File: src/rtl/core/lud_pkg.sv
// Shared types, constants and saturation helpers for the lens undistortion map generator.
// No dependencies; every other file in rtl/core refers to it by scoped names.
package lud_pkg;

  // Configuration register indexes
  localparam logic [2:0] REG_PRINCIPAL = 3'd0;
  localparam logic [2:0] REG_FOCAL     = 3'd1;
  localparam logic [2:0] REG_INV_FOCAL = 3'd2;
  localparam logic [2:0] REG_K1        = 3'd3;
  localparam logic [2:0] REG_K2        = 3'd4;
  localparam logic [2:0] REG_K3        = 3'd5;
  localparam logic [2:0] REG_P1        = 3'd6;
  localparam logic [2:0] REG_P2        = 3'd7;

  localparam int unsigned CFG_IDX_W  = 3;
  localparam int unsigned CFG_DATA_W = 40;
  localparam int unsigned IDX_W      = 19;
  localparam int unsigned WGT_W      = 11;
  localparam int unsigned RAW_W      = 17;

  localparam logic signed [63:0] SAT32_MAX = 64'sd2147483647;
  localparam logic signed [63:0] SAT32_MIN = -64'sd2147483648;
  localparam logic signed [63:0] SAT24_MAX = 64'sd8388607;
  localparam logic signed [63:0] SAT24_MIN = -64'sd8388608;
  localparam logic signed [63:0] ONE_Q20   = 64'sd1048576;

  typedef struct packed {
    logic [8:0] pixel_row;
    logic [9:0] pixel_col;
  } req_in_t;

  typedef struct packed {
    logic [IDX_W-1:0] nearest_index;
    logic [2:0]       tap_count;
    logic [IDX_W-1:0] tap_index_a;
    logic [IDX_W-1:0] tap_index_b;
    logic [IDX_W-1:0] tap_index_c;
    logic [IDX_W-1:0] tap_index_d;
    logic [WGT_W-1:0] tap_weight_a;
    logic [WGT_W-1:0] tap_weight_b;
    logic [WGT_W-1:0] tap_weight_c;
    logic [WGT_W-1:0] tap_weight_d;
  } req_out_t;

  typedef struct packed {
    logic [15:0]        cx;
    logic [15:0]        cy;
    logic [19:0]        fx;
    logic [19:0]        fy;
    logic [23:0]        inv;
    logic signed [23:0] k1;
    logic signed [23:0] k2;
    logic signed [23:0] k3;
    logic signed [23:0] p1;
    logic signed [23:0] p2;
  } cfg_t;

  // Normalized coordinate and its second-order products
  typedef struct packed {
    logic signed [23:0] xp;
    logic signed [23:0] yp;
    logic signed [31:0] x2;
    logic signed [31:0] y2;
    logic signed [31:0] xy;
  } norm_t;

  // Distorted source position, Q.8 pixels
  typedef struct packed {
    logic signed [33:0] px;
    logic signed [33:0] py;
  } dist_t;

  function automatic logic signed [31:0] sat32(input logic signed [63:0] v);
    logic signed [63:0] r;
    r = (v > SAT32_MAX) ? SAT32_MAX : ((v < SAT32_MIN) ? SAT32_MIN : v);
    return r[31:0];
  endfunction

  function automatic logic signed [23:0] sat24(input logic signed [63:0] v);
    logic signed [63:0] r;
    r = (v > SAT24_MAX) ? SAT24_MAX : ((v < SAT24_MIN) ? SAT24_MIN : v);
    return r[23:0];
  endfunction

endpackage

File: src/rtl/core/lud_wdiv.sv
// Weight normalization: four pipelined restoring dividers, one quotient bit per
// stage, computing raw * 2^WEIGHT_SHIFT / sum. Uses lud_pkg for widths.
module lud_wdiv #(
  parameter int unsigned WEIGHT_SHIFT = 10,
  parameter int unsigned IW           = 19
) (
  input  logic                      clk_i,
  input  logic                      rst_ni,
  input  logic                      en_i,
  input  logic                      valid_i,
  input  logic [IW-1:0]             nearest_i,
  input  logic [2:0]                count_i,
  input  logic [IW-1:0]             idx_i [4],
  input  logic [lud_pkg::RAW_W-1:0] raw_i [4],
  input  logic [lud_pkg::RAW_W-1:0] sum_i,
  output logic                      valid_o,
  output logic [IW-1:0]             nearest_o,
  output logic [2:0]                count_o,
  output logic [IW-1:0]             idx_o [4],
  output logic [WEIGHT_SHIFT:0]     wgt_o [4]
);

  localparam int unsigned NS    = WEIGHT_SHIFT + 1;
  localparam int unsigned QW    = WEIGHT_SHIFT + 1;
  localparam int unsigned RAW_W = lud_pkg::RAW_W;
  localparam int unsigned RMW   = RAW_W + 1;

  logic [NS-1:0]    v_q;
  logic [RMW-1:0]   rem_q [NS][4], rem_d [NS][4], rsh [NS][4];
  logic [QW-1:0]    q_q [NS][4], q_d [NS][4];
  logic             qb [NS][4];
  logic [RAW_W-1:0] sum_q [NS];
  logic [IW-1:0]    near_q [NS];
  logic [2:0]       cnt_q [NS];
  logic [IW-1:0]    idx_q [NS][4];

  // One quotient bit per stage; a zero sum yields zero weights
  always_comb begin
    for (int l = 0; l < 4; l++) begin
      rsh[0][l]   = {1'b0, raw_i[l]};
      qb[0][l]    = (sum_i != '0) && (rsh[0][l] >= {1'b0, sum_i});
      rem_d[0][l] = qb[0][l] ? rsh[0][l] - {1'b0, sum_i} : rsh[0][l];
      q_d[0][l]   = QW'(qb[0][l]);
    end
    for (int s = 1; s < NS; s++) begin
      for (int l = 0; l < 4; l++) begin
        rsh[s][l]   = {rem_q[s-1][l][RMW-2:0], 1'b0};
        qb[s][l]    = (sum_q[s-1] != '0) && (rsh[s][l] >= {1'b0, sum_q[s-1]});
        rem_d[s][l] = qb[s][l] ? rsh[s][l] - {1'b0, sum_q[s-1]} : rsh[s][l];
        q_d[s][l]   = {q_q[s-1][l][QW-2:0], qb[s][l]};
      end
    end
  end

  // Advance valid bits
  always_ff @(posedge clk_i or negedge rst_ni) begin
    if (!rst_ni) begin
      v_q <= '0;
    end else if (en_i) begin
      v_q <= {v_q[NS-2:0], valid_i};
    end
  end

  always_ff @(posedge clk_i) begin
    if (en_i) begin
      rem_q     <= rem_d;
      q_q       <= q_d;
      sum_q[0]  <= sum_i;
      near_q[0] <= nearest_i;
      cnt_q[0]  <= count_i;
      idx_q[0]  <= idx_i;
      for (int s = 1; s < NS; s++) begin
        sum_q[s]  <= sum_q[s-1];
        near_q[s] <= near_q[s-1];
        cnt_q[s]  <= cnt_q[s-1];
        idx_q[s]  <= idx_q[s-1];
      end
    end
  end

  assign valid_o   = v_q[NS-1];
  assign nearest_o = near_q[NS-1];
  assign count_o   = cnt_q[NS-1];
  assign idx_o     = idx_q[NS-1];
  assign wgt_o     = q_q[NS-1];

endmodule

File: config.mk
export PLATFORM = sky130hd
export DESIGN_NAME = lud_wdiv
export DESIGN_NICKNAME = d
export VERILOG_FILES = /design/src/rtl/core/lud_pkg.sv /design/src/rtl/core/lud_wdiv.sv
export SDC_FILE = /design/constraint.sdc
export NUM_CORES = 2
export LEC_CHECK = 0
export ABC_CLOCK_PERIOD_IN_PS = 3700
export BUFFER_PORTS_ARGS = -buffer_cell sky130_fd_sc_hd__buf_4
export CAP_MARGIN = 25
export CORE_MARGIN = 1
export CORE_UTILIZATION = 50
export DETAILED_ROUTE_END_ITERATION = 12
export PLACE_DENSITY = 0.69
export SETUP_SLACK_MARGIN = 0.4
export SLEW_MARGIN = 20
export SYNTH_ARGS = -nofsm -noshare
export SYNTH_HDL_FRONTEND = slang
export SYNTH_SLANG_ARGS = --single-unit
File: constraint.sdc
create_clock -name clk_i -period 3.7 [get_ports clk_i]
set_clock_uncertainty 0.15 [all_clocks]
set_input_delay 0.37 -clock clk_i [delete_from_list [all_inputs] [get_ports clk_i]]
set_output_delay 0.37 -clock clk_i [all_outputs]
set_load 0.05 [all_outputs]
# Yosys cells after proc, flatten, opt, wreduce, memory -nomap -nowiden

Memory sizes are Yosys's and may differ from the RTL's.
Index checks and enable logic that the tools add are counted.

Register bits: 955
Memory bits (writable): 1,265
Output and inout bits: 143
Memories: 4

Memories:

| name   | words | width | read ports | clocked after Yosys merged registers in | write ports | line           | text |
|---|---|---|---|---|---|---|---|
| idx_q  | 11    | 76    | 11         | 0                                       | 11          | lud_wdiv.sv:35 | `logic [IW-1:0] idx_q [NS][4];` |
| near_q | 11    | 19    | 11         | 0                                       | 11          | lud_wdiv.sv:33 | `logic [IW-1:0] near_q [NS];` |
| sum_q  | 11    | 17    | 10         | 0                                       | 11          | lud_wdiv.sv:32 | `logic [RAW_W-1:0] sum_q [NS];` |
| cnt_q  | 11    | 3     | 11         | 0                                       | 11          | lud_wdiv.sv:34 | `logic [2:0] cnt_q [NS];` |

Add/subtract/negate cells: 40
Order comparisons: 44
Mux-type cells: 42
Reductions and logical operators: 55

Operators with widths:

| cell                | number |
|---|---|
| $ge A18 B17 Y1      | 40 |
| $mux W17            | 40 |
| $sub A17 B17 Y17    | 40 |
| $reduce_bool A17 Y1 | 11 |
| $ge A17 B17 Y1      | 4 |
| $logic_and A1 B1 Y1 | 44 |
| $mux W1             | 2 |

# Logic depth before layout (Yosys ltp)

An unclocked memory read counts as a cell.

Depth in word-level cells: 4
Gate-level depth with buffers: 13

# Least setup slack after synthesis

No wires, ideal clock.

Path kind: flip-flop to flip-flop
Start: mem sum_q[8][0]
End: reg rem_q[80] (netlist bit) (data pin)
Arrival: 3,038 ps
Required time: 3,290 ps
Slack: 253 ps
Cell stages (with the launch flop): 11
Path buffers: 1
Period minus slack after synthesis: 3,447 ps
Cell sequence: edfxtp_1 -> fa_1 -> nand2b_1 -> a21oi_1 -> o21ai_1 -> o21a_1 -> o31ai_2 -> o2111ai_1 -> a21oi_2 -> buf_4 -> mux2_2

RTL lines:

| element              | line           | text |
|---|---|---|
| from (decl)          | lud_wdiv.sv:32 |  |
| to (signal assigned) | lud_wdiv.sv:66 | `rem_q <= rem_d;` |
| to (decl)            | lud_wdiv.sv:29 | `logic [RMW-1:0] rem_q [NS][4], rem_d [NS][4], rsh [NS][4];` |

==> results.md <==
- Status: finished clean
- GRT Residual Overflow: 0
- 1st-pass router iterations: 6
- Die H: 466 microns
- Synth warn: 0
- Combinational Power Share: 0.400
- Largest net degree at the start of global routing: 117
- Worst hold margin: 0.0649 ns
- Synth unique cells: 87
- Fmax: 291 MHz
- Simple-gate share of the synthesized area: 0.0718
- Count leader, synth: edfxtp_1
- Die area: 217000 sq um
- Crit Path Category: reg -> reg
- Synth Area in XOR/XNOR: 0.0410
- Area of the core: 214000 sq um
- Latest clock arrival within the worst-skew pair: 0.92 ns
- TritonCTS clock tree: yes
- GRT met1 Usage: 0.257
- Post-Route WL: 266000 microns
- # nets final: 10098
- Period utilisation layout: 0.930
- Fin Setup TNS: 0 ns
- # DRC: 0
- Finished Core Util: 0.610
- Top Usage Layer GRT: met2
- Cell taking the most area after synthesis: edfxtp_1
- Synth cell count leaders: edfxtp_1 (2192), ha_1 (744), a21oi_1 (487), mux2_2 (456), nand2_1 (389)
- PnR worst setup slack: 0.258 ns
- Post-DRT Antenna Nets: 0
- Vias in the first global route: 67611
- Post-Syn Nets: 8782
- Max-Cap Viols: 0
- Synth async-reset ratio: 0.00499
- Crit path DAT: 3.96 ns
- Number of DRC markers in iteration 0: 4256
- CTS Buffer Depth: 3
- Synth area leaders: edfxtp_1 (61%), ha_1 (8.6%), mux2_2 (4.8%), xnor2_1 (2.8%), a21oi_1 (2.3%)
- Pwr Total: 101 mW
- First-pass GRT wire length: 389000 microns
- Compound-Gate Fraction of Synth Area: 0.105
- Placer Congestion: 0.937
- Via density: 5.56
- P_int: 67.6 mW
- Pre-CTS WS: 0.0731 ns
- Seq/Total Area, Yosys: 0.614
- GR Util met3: 0.0278
- Slew Viols, Final: 0
- Hold Path Class: in -> reg
- Max-slew headroom: 0.493
- Share of layout cells above drive strength 1: 0.230
- Req. time, crit path: 4.22 ns
- Top FF cell, synth: edfxtp_1
- Drt wl/cell: 21.8 microns
- Peak supply drop: 0.000572 V
- GRT Util Overall: 0.235
- FF+latch count, synth: 2203
- Part of the power in the clock network: 0.228
- Port bufs: 329
- GRT met2 Usage: 0.424
- Minimum clock period after layout: 3.44 ns
- Final hold vios: 0
- Die W: 466 microns
- Crit-path max FO: 9
- Total leakage power: 50.5 nW
- Adder-Cell Fraction of Synth Area: 0.0939
- Net Sw Power: 33.7 mW
- Final setup fails: 0
- Via Count: 67551
- Final HPWL DP: 196000 microns
- Synth top area share: 0.611
- Mux cell area share after synthesis: 0.0572
- Mapped Cells: 7811
- I/O Pins: 330
- Avg Inst Size Synth: 13.8 sq um
- Synth Cell Area: 108000 sq um
- P&R area growth vs syn: 21.5%
- Slew @ Worst Pin: 0.761 ns
- Sequential cell fraction of total power: 0.372
- Number of synthesized flops with an enable pin: 2192
- CTS buffer count: 226
- Switching share of power: 0.333
- Initial antenna violation count: 1
- Std-Cell Rows: 170
- Root Buffer: clkbuf_16
- Kind of end point of the critical path: register
- Initial Util: 0.502
- Largest family of logic cells by synthesized area: compound AO/OA/AOI/OAI gates
- Htree depth: 4
- CTS clk-pin slew, worst paths: 0.06 ns
- CP Launch Type: register
- P per Cell Area: 774 nW/um^2
- CTS Sinks: 2203
- RSZ-0062 raised after global routing: true
-- per-layer routing --
layer / share of wire / up-vias
li1: - / 32653
met1: 0.38 / 32431
met2: 0.51 / 1769
met3: 0.034 / 698
met4: 0.078 / 0
met5: 0 / -
-- state kept, by name (all words and copies together), names as in the netlist --
name and cells:
sum_q 170, idx_q 836, wgt_o 44, q_d 220, v_q 11, rem_q 680, cnt_q 33, near_q 209
-- power by group through the flow --
stage               Clock (mW)  Combinational (mW)  Sequential, mW
CTS                       23.7                37.9            37.6
finish                    23.1                40.5            37.7
floorplan                    0                26.8            36.7
global placement             0                35.9            38.0
global route              24.6                44.0            38.1
detailed placement           0                36.5            38.0
-- cell usage in the layout (no fill, tap or decap), types with 107 or more instances in the layout --
cell / synthesis / layout
o21ai_0: 355 / 321
xor2_1: 161 / 161
inv_1: 362 / 297
edfxtp_1: 2192 / 2192
buf_4: 6 / 834
a21oi_1: 487 / 465
ha_1: 744 / 674
o21a_1: 152 / 150
dlygate4sd3_1: 0 / 252
xnor2_1: 343 / 343
nand2_1: 389 / 388
nand4_1: 107 / 107
clkbuf_16: 0 / 235
nor2_1: 383 / 373
nor2b_1: 144 / 122
mux2_2: 456 / 429
a21o_1: 207 / 207
-- critical path, stage by stage, from the launching register on --
cell	delay, ns
edfxtp_1	0.46
buf_6	0.16
buf_6	0.10
fa_2	0.36
nor2b_4	0.16
o2111ai_4	0.16
a311o_1	0.41
a31oi_1	0.18
a2111o_1	0.24
nor2b_4	0.31
clkbuf_16	0.21
mux2_2	0.33
-- logic make-up (layout without fill, tap and decap cells) --
group	count (synthesis)	count (layout)
buf+inv	464	1969
other cells	0	1
mux	546	546
xor+xnor	504	504
simple gates	1559	1564
fa+ha+maj	784	784
flops	2203	2203
compound gates	1751	1751
-- what timing repair did --
item                       CTS  global route
pin swaps                   36            84
hold buffers               252             0
gates resized for setup    155           308
hold endpoints to repair   271             0
setup buffers               96           132
setup endpoints to repair  486           504
gates cloned                 3            19
-- area by class of cell --
type	count	area, sq um
fill	16229	83500
sequential	2203	66100
multi-input combinational	5149	41500
timing repair buffer	1184	10500
clock buffer	258	5780
tap	2838	3550
clock inverter	164	1930
inverter	363	1460
antenna	1	2.50
-- final timing paths --
path / startpoint / endpoint / slack (ns) / depth (start not counted)
worst max-delay path: sum_q[7][1]$_DFFE_PP_ / rem_q[176]$_DFFE_PP_ / 0.26 / 11
worst min-delay path: idx_i[49] / idx_q[0][49]$_DFFE_PP_ / 0.06 / 2
worst max register to register: sum_q[7][1]$_DFFE_PP_ / rem_q[176]$_DFFE_PP_ / 0.26 / 11
worst min register to register: q_d[134]$_DFFE_PP_ / q_d[91]$_DFFE_PP_ / 0.20 / 0
max in group asynchronous: rst_ni / v_q[8]$_DFFE_PN0P_ / 2.74 / 3
min in group asynchronous: rst_ni / v_q[1]$_DFFE_PN0P_ / 0.33 / 3
-- through the flow --
stage / instances / area (sq um)
after floorplan: 7811 / 108000
after global placement: 11234 / 117000
after detailed placement: 11235 / 117000
after CTS: 12008 / 128000
after global routing: 12160 / 131000
final: 12160 / 131000
Note: power is estimated with default switching activity, not from simulation.
