**src/rtl/core/lud_pkg.sv**
```systemverilog
// Shared types, constants and saturation helpers for the lens undistortion map generator.
// No dependencies; every other file in rtl/core refers to it by scoped names.
package lud_pkg;

  // Configuration register indexes
  localparam logic [2:0] REG_PRINCIPAL = 3'd0;
  localparam logic [2:0] REG_FOCAL     = 3'd1;
  localparam logic [2:0] REG_INV_FOCAL = 3'd2;
  localparam logic [2:0] REG_K1        = 3'd3;
  localparam logic [2:0] REG_K2        = 3'd4;
  localparam logic [2:0] REG_K3        = 3'd5;
  localparam logic [2:0] REG_P1        = 3'd6;
  localparam logic [2:0] REG_P2        = 3'd7;

  localparam int unsigned CFG_IDX_W  = 3;
  localparam int unsigned CFG_DATA_W = 40;
  localparam int unsigned IDX_W      = 19;
  localparam int unsigned WGT_W      = 11;
  localparam int unsigned RAW_W      = 17;

  localparam logic signed [63:0] SAT32_MAX = 64'sd2147483647;
  localparam logic signed [63:0] SAT32_MIN = -64'sd2147483648;
  localparam logic signed [63:0] SAT24_MAX = 64'sd8388607;
  localparam logic signed [63:0] SAT24_MIN = -64'sd8388608;
  localparam logic signed [63:0] ONE_Q20   = 64'sd1048576;

  typedef struct packed {
    logic [8:0] pixel_row;
    logic [9:0] pixel_col;
  } req_in_t;

  typedef struct packed {
    logic [IDX_W-1:0] nearest_index;
    logic [2:0]       tap_count;
    logic [IDX_W-1:0] tap_index_a;
    logic [IDX_W-1:0] tap_index_b;
    logic [IDX_W-1:0] tap_index_c;
    logic [IDX_W-1:0] tap_index_d;
    logic [WGT_W-1:0] tap_weight_a;
    logic [WGT_W-1:0] tap_weight_b;
    logic [WGT_W-1:0] tap_weight_c;
    logic [WGT_W-1:0] tap_weight_d;
  } req_out_t;

  typedef struct packed {
    logic [15:0]        cx;
    logic [15:0]        cy;
    logic [19:0]        fx;
    logic [19:0]        fy;
    logic [23:0]        inv;
    logic signed [23:0] k1;
    logic signed [23:0] k2;
    logic signed [23:0] k3;
    logic signed [23:0] p1;
    logic signed [23:0] p2;
  } cfg_t;

  // Normalized coordinate and its second-order products
  typedef struct packed {
    logic signed [23:0] xp;
    logic signed [23:0] yp;
    logic signed [31:0] x2;
    logic signed [31:0] y2;
    logic signed [31:0] xy;
  } norm_t;

  // Distorted source position, Q.8 pixels
  typedef struct packed {
    logic signed [33:0] px;
    logic signed [33:0] py;
  } dist_t;

  function automatic logic signed [31:0] sat32(input logic signed [63:0] v);
    logic signed [63:0] r;
    r = (v > SAT32_MAX) ? SAT32_MAX : ((v < SAT32_MIN) ? SAT32_MIN : v);
    return r[31:0];
  endfunction

  function automatic logic signed [23:0] sat24(input logic signed [63:0] v);
    logic signed [63:0] r;
    r = (v > SAT24_MAX) ? SAT24_MAX : ((v < SAT24_MIN) ? SAT24_MIN : v);
    return r[23:0];
  endfunction

endpackage

```
**src/rtl/core/lud_taps.sv**
```systemverilog
// Neighbor stages: nearest pixel, four bilinear candidates, their raw weights,
// row-major indexes and packing of in-image candidates into slots. Uses lud_pkg.
module lud_taps #(
  parameter int unsigned IMAGE_ROWS = 480,
  parameter int unsigned IMAGE_COLS = 640,
  parameter int unsigned IW         = 19
) (
  input  logic                     clk_i,
  input  logic                     rst_ni,
  input  logic                     en_i,
  input  logic                     valid_i,
  input  lud_pkg::dist_t           data_i,
  output logic                     valid_o,
  output logic [IW-1:0]            nearest_o,
  output logic [2:0]               count_o,
  output logic [IW-1:0]            idx_o [4],
  output logic [lud_pkg::RAW_W-1:0] raw_o [4],
  output logic [lud_pkg::RAW_W-1:0] sum_o
);

  localparam int unsigned CW = $clog2(IMAGE_COLS);
  localparam int unsigned RW = $clog2(IMAGE_ROWS);
  localparam logic signed [33:0] COL_MAX = 34'(IMAGE_COLS - 1);
  localparam logic signed [33:0] ROW_MAX = 34'(IMAGE_ROWS - 1);
  localparam logic signed [33:0] NEG_ONE = -34'sd1;
  localparam int unsigned RAW_W = lud_pkg::RAW_W;

  logic [2:0] v_q;

  logic signed [33:0] rx, ry, x0, y0;
  logic [CW-1:0] nx_d, c0_d;
  logic [RW-1:0] ny_d, r0_d;
  logic [3:0]    vld_d;

  // stage 1
  logic [CW-1:0] nx_q, c0_q, c1_q;
  logic [RW-1:0] ny_q, r0_q, r1_q;
  logic [3:0]    vld1_q;
  logic [8:0]    fxa_q, fxb_q, fya_q, fyb_q;
  // stage 2
  logic [IW-1:0]    near2_q;
  logic [IW-1:0]    cidx_q [4];
  logic [RAW_W-1:0] craw_q [4];
  logic [3:0]       vld2_q;
  // stage 3
  logic [IW-1:0]    near3_q;
  logic [2:0]       cnt_q, cnt_d;
  logic [IW-1:0]    sidx_q [4], sidx_d [4];
  logic [RAW_W-1:0] sraw_q [4], sraw_d [4];
  logic [RAW_W-1:0] sum_q, sum_d;

  // Nearest and candidate position decode
  always_comb begin
    rx = (data_i.px + 34'sd128) >>> 8;
    ry = (data_i.py + 34'sd128) >>> 8;
    x0 = data_i.px >>> 8;
    y0 = data_i.py >>> 8;
    nx_d = (rx < 0) ? '0 : ((rx > COL_MAX) ? COL_MAX[CW-1:0] : rx[CW-1:0]);
    ny_d = (ry < 0) ? '0 : ((ry > ROW_MAX) ? ROW_MAX[RW-1:0] : ry[RW-1:0]);
    c0_d = x0[CW-1:0];
    r0_d = y0[RW-1:0];
    vld_d[0] = (x0 >= 0) && (x0 <= COL_MAX) && (y0 >= 0) && (y0 <= ROW_MAX);
    vld_d[1] = (x0 >= NEG_ONE) && (x0 < COL_MAX) && (y0 >= 0) && (y0 <= ROW_MAX);
    vld_d[2] = (x0 >= 0) && (x0 <= COL_MAX) && (y0 >= NEG_ONE) && (y0 < ROW_MAX);
    vld_d[3] = (x0 >= NEG_ONE) && (x0 < COL_MAX) && (y0 >= NEG_ONE) && (y0 < ROW_MAX);
  end

  // Pack in-image candidates into slots in candidate order
  always_comb begin
    cnt_d = '0;
    sum_d = '0;
    for (int i = 0; i < 4; i++) begin
      sidx_d[i] = '0;
      sraw_d[i] = '0;
    end
    for (int i = 0; i < 4; i++) begin
      if (vld2_q[i]) begin
        sidx_d[cnt_d[1:0]] = cidx_q[i];
        sraw_d[cnt_d[1:0]] = craw_q[i];
        sum_d = sum_d + craw_q[i];
        cnt_d = cnt_d + 3'd1;
      end
    end
  end

  // Advance valid bits
  always_ff @(posedge clk_i or negedge rst_ni) begin
    if (!rst_ni) begin
      v_q <= '0;
    end else if (en_i) begin
      v_q <= {v_q[1:0], valid_i};
    end
  end

  always_ff @(posedge clk_i) begin
    if (en_i) begin
      nx_q   <= nx_d;
      ny_q   <= ny_d;
      c0_q   <= c0_d;
      c1_q   <= c0_d + CW'(1);
      r0_q   <= r0_d;
      r1_q   <= r0_d + RW'(1);
      vld1_q <= vld_d;
      fxb_q  <= {1'b0, data_i.px[7:0]};
      fxa_q  <= 9'd256 - {1'b0, data_i.px[7:0]};
      fyb_q  <= {1'b0, data_i.py[7:0]};
      fya_q  <= 9'd256 - {1'b0, data_i.py[7:0]};
      // indexes and raw weights
      near2_q   <= IW'(ny_q) * IW'(IMAGE_COLS) + IW'(nx_q);
      cidx_q[0] <= IW'(r0_q) * IW'(IMAGE_COLS) + IW'(c0_q);
      cidx_q[1] <= IW'(r0_q) * IW'(IMAGE_COLS) + IW'(c1_q);
      cidx_q[2] <= IW'(r1_q) * IW'(IMAGE_COLS) + IW'(c0_q);
      cidx_q[3] <= IW'(r1_q) * IW'(IMAGE_COLS) + IW'(c1_q);
      craw_q[0] <= RAW_W'(fxa_q * fya_q);
      craw_q[1] <= RAW_W'(fxb_q * fya_q);
      craw_q[2] <= RAW_W'(fxa_q * fyb_q);
      craw_q[3] <= RAW_W'(fxb_q * fyb_q);
      vld2_q    <= vld1_q;
      // packed slots
      near3_q <= near2_q;
      cnt_q   <= cnt_d;
      sidx_q  <= sidx_d;
      sraw_q  <= sraw_d;
      sum_q   <= sum_d;
    end
  end

  assign valid_o   = v_q[2];
  assign nearest_o = near3_q;
  assign count_o   = cnt_q;
  assign idx_o     = sidx_q;
  assign raw_o     = sraw_q;
  assign sum_o     = sum_q;

endmodule

```
**config.mk**
```make
export PLATFORM = sky130hd
export DESIGN_NAME = lud_taps
export DESIGN_NICKNAME = d
export VERILOG_FILES = /design/src/rtl/core/lud_pkg.sv /design/src/rtl/core/lud_taps.sv
export SDC_FILE = /design/constraint.sdc
export NUM_CORES = 1
export LEC_CHECK = 0
export ABC_AREA = 1
export ABC_CLOCK_PERIOD_IN_PS = 7900
export BUFFER_PORTS_ARGS = -buffer_cell sky130_fd_sc_hd__buf_2
export CELL_PAD_IN_SITES_DETAIL_PLACEMENT = 0
export CELL_PAD_IN_SITES_GLOBAL_PLACEMENT = 1
export CORE_UTILIZATION = 51
export CTS_BUF_LIST = sky130_fd_sc_hd__clkbuf_16
export CTS_CLUSTER_DIAMETER = 50
export CTS_CLUSTER_SIZE = 40
export DETAILED_ROUTE_END_ITERATION = 8
export PLACE_DENSITY = 0.92
export RECOVER_POWER = 100
export REMOVE_ABC_BUFFERS = 1
export SYNTH_ARGS = -nofsm -noshare
export SYNTH_HDL_FRONTEND = slang
export SYNTH_SLANG_ARGS = --single-unit
```
**constraint.sdc**
```tcl
create_clock -name clk_i -period 7.9 [get_ports clk_i]
set_input_delay 0.395 -clock clk_i [delete_from_list [all_inputs] [get_ports clk_i]]
set_output_delay 0.395 -clock clk_i [all_outputs]
set_load 0.01 [all_outputs]
```
# Yosys cells after proc, flatten, opt, wreduce, memory -nomap -nowiden
# Memories as Yosys holds them, arrays and structs flattened.
# Cells that the tools add are included.
[word_totals] inputBits=72 reg_bits=304 memories=2 ramBits=144 wordCells=126
[classes] bitwise_logic=3 n_addsub=17 muxes=37 reduce_logical=15 order_cmp=18 mul=7
[memory_table] name="cidx_q" depth=4 width=19 read_ports=4 rd_ports_with_merged_regs=0 wr=4 line_no="lud_taps.sv:42" rtl="logic [IW-1:0] cidx_q [4];"
[memory_table] name="craw_q" depth=4 width=17 read_ports=4 rd_ports_with_merged_regs=0 wr=4 line_no="lud_taps.sv:43" rtl="logic [RAW_W-1:0] craw_q [4];"
[ops] op="$bwmux W76" n=3
[ops] op="$mux W76" n=3
[ops] op="$bwmux W68" n=3
[ops] op="$mux W68" n=3
[ops] op="$mux W17" n=7
[ops] op="$demux W19 S2" n=3
[ops] op="$ge A26 B1 Y1 const B" n=4
[ops] op="$demux W17 S2" n=3
[ops] op="$add A19 B10 Y19" n=5
[ops] op="$mux W19" n=4
[ops] op="$add A34 B9 Y34 const B" n=2
[ops] op="$lt A26 B1 Y1 const B" n=2
[ops] op="$add A17 B17 Y17" n=3
[ops] op="$mul A9 B3 Y12 const B" n=3
[ops] op="$gt A26 B10 Y1 const B" n=1
[ops] op="$gt A26 B11 Y1 const B" n=1
[ops] op="$le A26 B10 Y1 const B" n=1
[ops] op="$le A26 B11 Y1 const B" n=1
[ops] op="$lt A26 B10 Y1 const B" n=1
[ops] op="$lt A26 B11 Y1 const B" n=1
[ops] op="$sub A9 B8 Y9 const A" n=2
[ops] op="$mul A8 B9 Y17" n=1
[ops] op="$mul A9 B8 Y17" n=1
[ops] op="$mul A9 B9 Y17" n=1
[ops] op="13 further kinds" n=38

# Logic depth before layout (Yosys ltp)
# Gate-level depths: netlist (run 1).
[logic_depth] word_depth=12 depth_mapped=35 ltp_nobuf=35

# Worst setup path before layout (run 1)
# OpenSTA, ideal clock, no wires.
[synth_timing] kind="register to register" start="register vld2_q[0]" end="register sum_q[15] (netlist: sum_o[15]), data pin" path_slack_ns=3.286 path_stages_with_launch=34 arrival_ns=4.360 synth_period_minus_slack_ns=4.614 required_ns=7.646 cell_sequence="edfxtp_1 buf_2 nand3_1 nand2_1 inv_1 ha_1 inv_1 nand2_1 nand2_1 nand2_1 nand4_1 nand2_1 xor2_1 a21boi_0 ha_1 nand2_1 inv_1 nand3_1 o21ai_0 nand2_1 nand2_1 xor2_1 nand2_1 and2_1 ha_1 a21oi_1 inv_1 a21oi_1 inv_1 a21oi_1 o21ai_0 or2_2 nand3_1 nand2_1"
[synth_between] elab_chain_len=7
[synth_rtl] element="from (decl)" line_no="lud_taps.sv:44" rtl="logic [3:0] vld2_q;"
[synth_rtl] element="from (signal assigned)" line_no="lud_taps.sv:118" rtl="vld2_q <= vld1_q;"
[synth_rtl] element="$mux W17 *" line_no="lud_taps.sv:77" rtl="if (vld2_q[i]) begin"
[synth_rtl] element="$add A17 B17 Y17" line_no="lud_taps.sv:80" rtl="sum_d = sum_d + craw_q[i];"
[synth_rtl] element="$mux W17 *" line_no="lud_taps.sv:77"
[synth_rtl] element="$add A17 B17 Y17" line_no="lud_taps.sv:80"
[synth_rtl] element="$mux W17 *" line_no="lud_taps.sv:77"
[synth_rtl] element="$add A17 B17 Y17" line_no="lud_taps.sv:80"
[synth_rtl] element="$mux W17 *" line_no="lud_taps.sv:77"
[synth_rtl] element="named net sum_d[15]" line_no="lud_taps.sv:50" rtl="logic [RAW_W-1:0] sum_q, sum_d;"
[synth_rtl] element="to (signal assigned)" line_no="lud_taps.sv:124" rtl="sum_q <= sum_d;"
[synth_rtl] element="to (decl)" line_no="lud_taps.sv:50"
# Mark *: on every way through the listed nets, which the timed path passes. The rest lies on a longest branch.
# A chain may end at the register's enable or synchronous reset.

==> run_results.csv, run 1 <==
group,metric,value,unit
yosys,netlist_area,32320,µm²
setup_path,cp_max_fo,37,
setup_path,cp_data_arrival_time,6800,ps
detailed_routing,drc,0,
setup_path,reg2reg_depth,12,
detailed_routing,routedWlPerCell,18.66,µm
clock_network,post_cts_buffers,0,
setup_path,reg2reg_from,"vld2_q[0]",
clock_network,tritoncts,"yes",
detailed_routing,dr_wl_met3,6.422,mm
worst_hold_path,worstHoldPathType,"in2async",
setup_path,critPathLaunchType,"register",
final_layout,area_growth_syn_to_layout,10.44,%
detailed_routing,firstDrtPassIters,6,
clock_network,post_cts_resized,0,
die,fp-row-count,91,
setup_path,cp.required,8300,ps
detailed_routing,dr_total_vias,24680,
final_layout,layout_commonest_cell,"nand2_1",
die,io-pin-count,256,
final_layout,final_area,35690,µm²
detailed_routing,antenna_left,0,
power_and_ir_drop,vdd_ir_drop_max,217.1,µV
final_layout,nets,4255,
timing,worst_pin_slew,5715,ps
timing,finalHoldViolations,0,
setup_path,worstSetupEndpointType,"register",
global_routing,gr-total-overflow,0,
power_and_ir_drop,p_leak,0.01686,µW
detailed_routing,dr_wl_met2,38.43,mm
yosys,yosysWarnings,0,
die,die_w,253.7,µm
die,die_y,253.7,µm
clock_network,htree_levels,2,
yosys,syn_avg_cell_area,9.155,µm²
timing,finalCritPeriodShare,81.00,%
yosys,synthDominantCellAreaShare,39.49,%
detailed_routing,wirelength,86.12,mm
yosys,ys_ff_latch,428,
yosys,synth_edf_count,425,
detailed_routing,drtIter0Drc,2108,
setup_path,r2r_setup_slack,1500,ps
timing,relSlewSlack,-281.0,%
global_routing,antenna_found_initial,2,
yosys,ys_seq_area_share,39.72,%
placed_design,gp_congestion,0.9241,
yosys,synth-main-ff-cell,"edfxtp_1",
global_routing,grt_util_all_layers,26.67,%
global_routing,grt_pass1_vias,23960,
placed_design,dpl_cell_area,34340,µm²
power_and_ir_drop,power_density,338.5,nW/µm²
die,core_region_area,62170,µm²
setup_path,critical_path_class,"reg2reg",
detailed_routing,top_layer_used,"met4",
clock_network,clkSlewWorstSetupHoldPaths,80,ps
timing,tns,0,ps
global_routing,grt_pass1_wl,132.0,mm
setup_path,timing.rr.end,"raw_o[67]",
clock_network,cts_sinks,428,
job,drv_cap,7,
status,status,"complete, but fails checks",
final_layout,drive_above_1_share,4.158,%
timing,fmaxAchievable,0.1563,GHz
final_layout,mostFrequentLayoutCells,"nand2_1, inv_1, edfxtp_1",
clock_network,clock_path_buffers,3,
final_layout,seqCellArea,12840,µm²
global_routing,grt_max_degree,179,
yosys,synth_cell_type_count,51,
timing,setup_viol,0,
timing,grt_setup_unrepaired,"false",
yosys,yosysTopAreaCell,"edfxtp_1",
status,violations,"max-capacitance violations, max-slew violations",
placed_design,hpwlAfterDp,65.82,mm
timing,finalCriticalPeriod,6399,ps
die,die-area,64380,µm²
placed_design,place_inst,4517,
die,start_util,51.98,%
timing,clock_skew,32.40,ps
clock_network,root_buffer,"clkbuf_16",
clock_network,numCtsBuffers,44,
placed_design,numPortBuffers,255,
final_layout,fin_cells,4615,
yosys,async_reset_ff_share,0.7009,%
detailed_routing,wl_met1,39.36,mm
timing,slew_viol_final,398,
final_layout,multi_input_area,16470,µm²
final_layout,fillerInstances,5649,
yosys,synth_cells,3530,
detailed_routing,via_per_inst,5.347,
clock_network,clk_latency,630,ps
yosys,ys_top_cells_by_area,"edfxtp_1, fa_1, ha_1, nand2_1, inv_1",
[flip-flops by register name (all words and copies together) (netlist names), 17 cells and up]
signal / flops
near2_q: 19
idx_o: 76
sum_o: 17
nearest_o: 19
cidx_q: 62
raw_o: 68
craw_q: 64
[what timing repair did]
action / CTS / global route
endpoints found under the hold margin: 16 / 0
setup endpoints to repair: 0 / 0
hold buffers: 14 / 0
[cells in the mapped netlist, types with 3 or more instances]
library cell	count
dfrtp_1	3
nor2_1	135
o22ai_1	52
ha_1	264
nor2_4	3
clkbuf_1	115
buf_1	4
o211ai_1	11
o21a_1	7
nor3_2	4
clkinv_1	3
xor2_1	143
a22oi_1	29
nor2_2	8
xnor2_1	56
nor3_1	44
a21boi_0	4
a21o_1	12
nand2_2	4
a221oi_1	7
nand3_1	175
nand4_1	45
buf_2	3
nand3b_1	8
o21bai_1	12
a21oi_1	161
nand2_1	713
o31ai_1	4
or2_2	9
inv_1	663
o21ai_0	167
a31oi_1	21
nor4_1	7
and2_1	13
edfxtp_1	425
fa_1	179
[per-layer routing]
| layer | vias to the layer above | GRT usage, % |
|---|---|---|
| li1 | 11990 | - |
| met1 | 11700 | 38.35 |
| met2 | 855 | 41.62 |
| met3 | 131 | 4.998 |
| met4 | 0 | 6.437 |
| met5 | - | 0 |
[metrics by stage]
step,utilization [%],setup WS [ps],power [µW],hold WS [ps]
floorplan,-,2645,7888,99.41
global placement,55.23,2382,9757,191.1
detailed placement,55.23,2235,9821,193.4
CTS,57.99,2205,12080,2.900
global route,57.41,896.3,13020,92.74
finish,57.41,1501,12080,100.3
[kinds of logic (layout without fill, tap and decap cells)]
| logic type | count (synthesis) | after routing | share of synthesized area (%) |
|---|---|---|---|
| mux | 2 | 2 | 0.06582 |
| fa+ha+maj | 443 | 443 | 21.31 |
| buf+inv | 790 | 1036 | 9.188 |
| flops | 428 | 428 | 39.72 |
| xor+xnor | 200 | 200 | 5.444 |
| other cells | 0 | 2 | 0 |
| simple gates | 1175 | 1175 | 15.64 |
| compound gates | 492 | 492 | 8.630 |
[worst max-delay path by stage]
stage               startpoint        end  slack [ps]
floorplan            vld2_q[0]  sum_o[15]        2650
global placement     vld2_q[0]  sum_o[15]        2380
detailed placement   vld2_q[0]  sum_o[15]        2240
CTS                  vld2_q[0]  sum_o[15]        2210
global route         vld2_q[0]  sum_o[16]         900
finish               vld2_q[0]  raw_o[67]        1500
[power by group]
group          internal, µW  switching, µW  total, µW
combinational          2280           3950       6240
clock                  1120           1100       2220
sequential             3220            403       3630
total                  6630           5450      12100
[worst max-delay path: stages, from the launching register on]
cell and delay, ps:
edfxtp_1 910, clkbuf_1 1090, inv_1 110, ha_1 350, nand2_1 90, clkinv_1 360, nor2_1 400, inv_1 110
ha_1 200, nand2_1 1040, clkbuf_1 900, o21ai_0 200, a31oi_1 370
[area by class of cell]
| cell class | instances | share of cell area (%) |
|---|---|---|
| flip-flops and latches | 428 | 35.97 |
| repair buffers | 286 | 3.499 |
| inverters | 668 | 7.026 |
| clock inverters | 38 | 1.329 |
| clock buffers | 44 | 3.085 |
| multi-input cells | 2312 | 46.14 |
| well taps | 837 | 2.934 |
| diodes | 2 | 0.01402 |
Power figures use the tool's default switching activity.
==> run 2, diff against run 1 <==
--- a/config.mk
+++ b/config.mk
@@ -5,17 +5,17 @@
 export SDC_FILE = /design/constraint.sdc
 export NUM_CORES = 1
 export LEC_CHECK = 0
-export ABC_AREA = 1
-export ABC_CLOCK_PERIOD_IN_PS = 7900
+export ABC_AREA = 0
+export ABC_CLOCK_PERIOD_IN_PS = 6300
 export BUFFER_PORTS_ARGS = -buffer_cell sky130_fd_sc_hd__buf_2
 export CELL_PAD_IN_SITES_DETAIL_PLACEMENT = 0
 export CELL_PAD_IN_SITES_GLOBAL_PLACEMENT = 1
-export CORE_UTILIZATION = 51
+export CORE_UTILIZATION = 49
 export CTS_BUF_LIST = sky130_fd_sc_hd__clkbuf_16
 export CTS_CLUSTER_DIAMETER = 50
 export CTS_CLUSTER_SIZE = 40
 export DETAILED_ROUTE_END_ITERATION = 8
-export PLACE_DENSITY = 0.92
+export PLACE_DENSITY = 0.86
 export RECOVER_POWER = 100
 export REMOVE_ABC_BUFFERS = 1
 export SYNTH_ARGS = -nofsm -noshare
==> constraint.sdc (replaced) <==
create_clock -name clk_i -period 6.3 [get_ports clk_i]
set_input_delay 0.315 -clock clk_i [delete_from_list [all_inputs] [get_ports clk_i]]
set_output_delay 0.315 -clock clk_i [all_outputs]
set_load 0.01 [all_outputs]
==> run_results.csv, run 2 <==
group,metric,value,unit
setup_path,cp.required,6680,ps
timing,tns,0,ps
final_layout,seqCellArea,12840,µm²
job,drv_cap,6,
setup_path,critPathMaxStageDelay,490,ps
clock_network,htree_levels,2,
final_layout,largest_reg_flops,76,
global_routing,gr-total-overflow,0,
placed_design,numPortBuffers,255,
clock_network,clkSlewWorstSetupHoldPaths,70,ps
power_and_ir_drop,p_leak,0.01450,µW
die,die_y,253.0,µm
yosys,synth_cells,2846,
status,status,"complete, but fails checks",
placed_design,hpwlAfterDp,60.60,mm
detailed_routing,firstDrtPassIters,6,
final_layout,mostFrequentLayoutCells,"edfxtp_1, inv_1, nand2_1",
global_routing,grt_pass1_wl,125.7,mm
clock_network,clk_latency,630,ps
timing,relSlewSlack,-274.4,%
die,die-area,64010,µm²
placed_design,gp_congestion,0.9111,
final_layout,layout_commonest_cell,"edfxtp_1",
power_and_ir_drop,power_density,441.3,nW/µm²
global_routing,grt_use_met2,39.93,%
final_layout,nets,3621,
final_layout,multi_input_area,16450,µm²
power_and_ir_drop,clkPwrFrac,19.8,%
global_routing,grt_max_degree,151,
die,start_util,49.84,%
global_routing,antenna_found_initial,1,
placed_design,place_inst,3862,
timing,fmaxAchievable,0.1685,GHz
worst_hold_path,worstHoldPathType,"in2reg",
die,die_w,253.0,µm
setup_path,cp_max_fo,25,
global_routing,grt_util_all_layers,25.55,%
clock_network,tritoncts,"yes",
yosys,yosysTopAreaCell,"edfxtp_1",
timing,finalCriticalPeriod,5935,ps
power_and_ir_drop,internal_power,8940,µW
timing,finalHoldViolations,0,
die,io-pin-count,256,
yosys,synthDominantCellAreaShare,41.34,%
yosys,synth_top_cells_by_count,"edfxtp_1, inv_1, nand2_1",
yosys,netlist_area,30870,µm²
yosys,async_reset_ff_share,0.7009,%
power_and_ir_drop,swShare,41.96,%
yosys,ys_seq_area_share,41.58,%
status,violations,"max-capacitance violations, max-slew violations",
power_and_ir_drop,power_switching,6464,µW
global_routing,grt_util_met1,35.71,%
detailed_routing,via_per_inst,5.641,
detailed_routing,antenna_left,0,
timing,whs,134.2,ps
detailed_routing,routedWlPerCell,20.44,µm
global_routing,grt_most_used_layer,"met2",
setup_path,critical_path_class,"reg2reg",
power_and_ir_drop,power_frac_seq,30.2,%
detailed_routing,drtIter0Drc,1913,
timing,setup_viol,0,
setup_path,path_cells,"buf_4 -> buf_6 -> and2_1 -> ha_1 -> a31oi_1 -> a31o_2 -> nand2_1 -> a21oi_1 -> xnor2_1 -> mux2_2 -> ha_1 -> a21o_1 -> o41a_1 -> a31oi_1 -> xnor2_1 -> mux2_2 -> ha_1 -> and3_1 -> a21oi_1 -> o21ai_2 -> or4_1 -> o2111ai_1 -> xnor3_1",
yosys,synth_cell_type_count,79,
final_layout,fillerInstances,5395,
yosys,yosysWarnings,0,
clock_network,numCtsBuffers,48,
setup_path,slowest_stage,"or4_1",
final_layout,fin_cells,3985,
global_routing,grtUsageMet3,4.986,%
detailed_routing,dr_total_vias,22480,
timing,worst_pin_slew,5616,ps
yosys,synth_most_common_cell,"edfxtp_1",
clock_network,cts_sinks,428,
yosys,syn_avg_cell_area,10.85,µm²
timing,grt_setup_unrepaired,"false",
timing,slew_viol_final,280,
final_layout,drive_above_1_share,6.262,%
yosys,synth-main-ff-cell,"edfxtp_1",
power_and_ir_drop,vdd_ir_drop_max,285.0,µV
die,fp-row-count,91,
die,core_region_area,61940,µm²
timing,finalCritPeriodShare,94.21,%
timing,clock_skew,36.91,ps
yosys,synth_edf_count,425,
clock_network,clock_path_buffers,3,
detailed_routing,drc,0,
power_and_ir_drop,p_comb_share,49.9,%
setup_path,path_common_cell,"ha_1",
setup_path,cp_data_arrival_time,6310,ps
setup_path,critPathLaunchType,"register",
detailed_routing,wirelength,81.46,mm
clock_network,root_buffer,"clkbuf_16",
yosys,ys_top_cells_by_area,"edfxtp_1, fa_1, ha_1, xnor2_1, inv_1",
yosys,ys_ff_latch,428,
setup_path,worstSetupEndpointType,"register",
final_layout,area_growth_syn_to_layout,13.05,%
global_routing,grt_pass1_vias,22290,
-- run 2: critical path, delay by kind of cell, from the launching register on --
family                   cells  cell delay, ps
AO/OA/AOI/OAI                9            2060
adder cells (fa/ha/maj)      3            1000
flip-flops                   1             390
AND/OR/NAND/NOR              4             940
multiplexers                 2             560
buffers and inverters        2             330
XOR/XNOR                     3             420
-- run 2: path summary, 6_finish.rpt --
kind / start / endpoint / slack (ps) / cells after the start
worst max-delay path: vld2_q[0] / sum_o[16] / 370 / 23
worst min-delay path: data_i[14] / r0_q[6] / 130 / 1
worst max register to register: vld2_q[0] / sum_o[16] / 370 / 23
worst min register to register: c1_q[2] / cidx_q[1][2] / 420 / 0
max in group asynchronous: rst_ni / v_q[0] / 5590 / 3
min in group asynchronous: rst_ni / v_q[2] / 570 / 3
-- run 2: cell type report --
cell class	instances	area share, %
multi-input combinational	1994	47.13
clock buffer	48	3.441
timing repair buffer	325	4.589
clock inverter	42	1.717
antenna	2	0.01434
sequential	428	36.78
inverter	309	3.323
tap	837	3.001
-- run 2: cell families after synthesis --
kind of cell,Yosys count,synth area share (%)
simple gates,756,11.79
compound gates,559,12.14
fa+ha+maj,445,22.37
flops,428,41.58
buf+inv,424,5.252
xor+xnor,211,6.030
mux,23,0.8348
-- run 2: power groups by stage --
stage	logic, µW	registers [µW]	clock network [µW]
finish	7690	4660	3060
CTS	7650	4640	3120
detailed placement	7540	4700	0
global route	8570	4720	3220
global placement	7380	4680	0
floorplan	5440	4520	0
-- run 2: per-stage QoR --
step | worst slack (ps) | power (µW) | cell area, µm² | util, %
floorplan | 282.6 | 9961 | 30410 | -
global placement | 361.5 | 12060 | 33090 | 53.42
detailed placement | 310.5 | 12240 | 33090 | 53.42
global route | 0.8851 | 16510 | 34900 | 56.34
finish | 365.0 | 15400 | 34900 | 56.35
CTS | 294.0 | 15420 | 35180 | 56.80
-- run 2: per-layer routing --
metal,part of all wire (%),vias up
met5,0,-
li1,-,10480
met2,45,819
met3,7.4,134
met1,45,11050
met4,3.0,0
-- run 2: repair_timing --
action | 4_1_cts | 5_1_grt
setup endpoints to repair | 0 | 1
buffers inserted | 0 | 2
hold buffers | 29 | 0
hold endpoints to repair | 32 | 0
gates resized for setup | 0 | 7
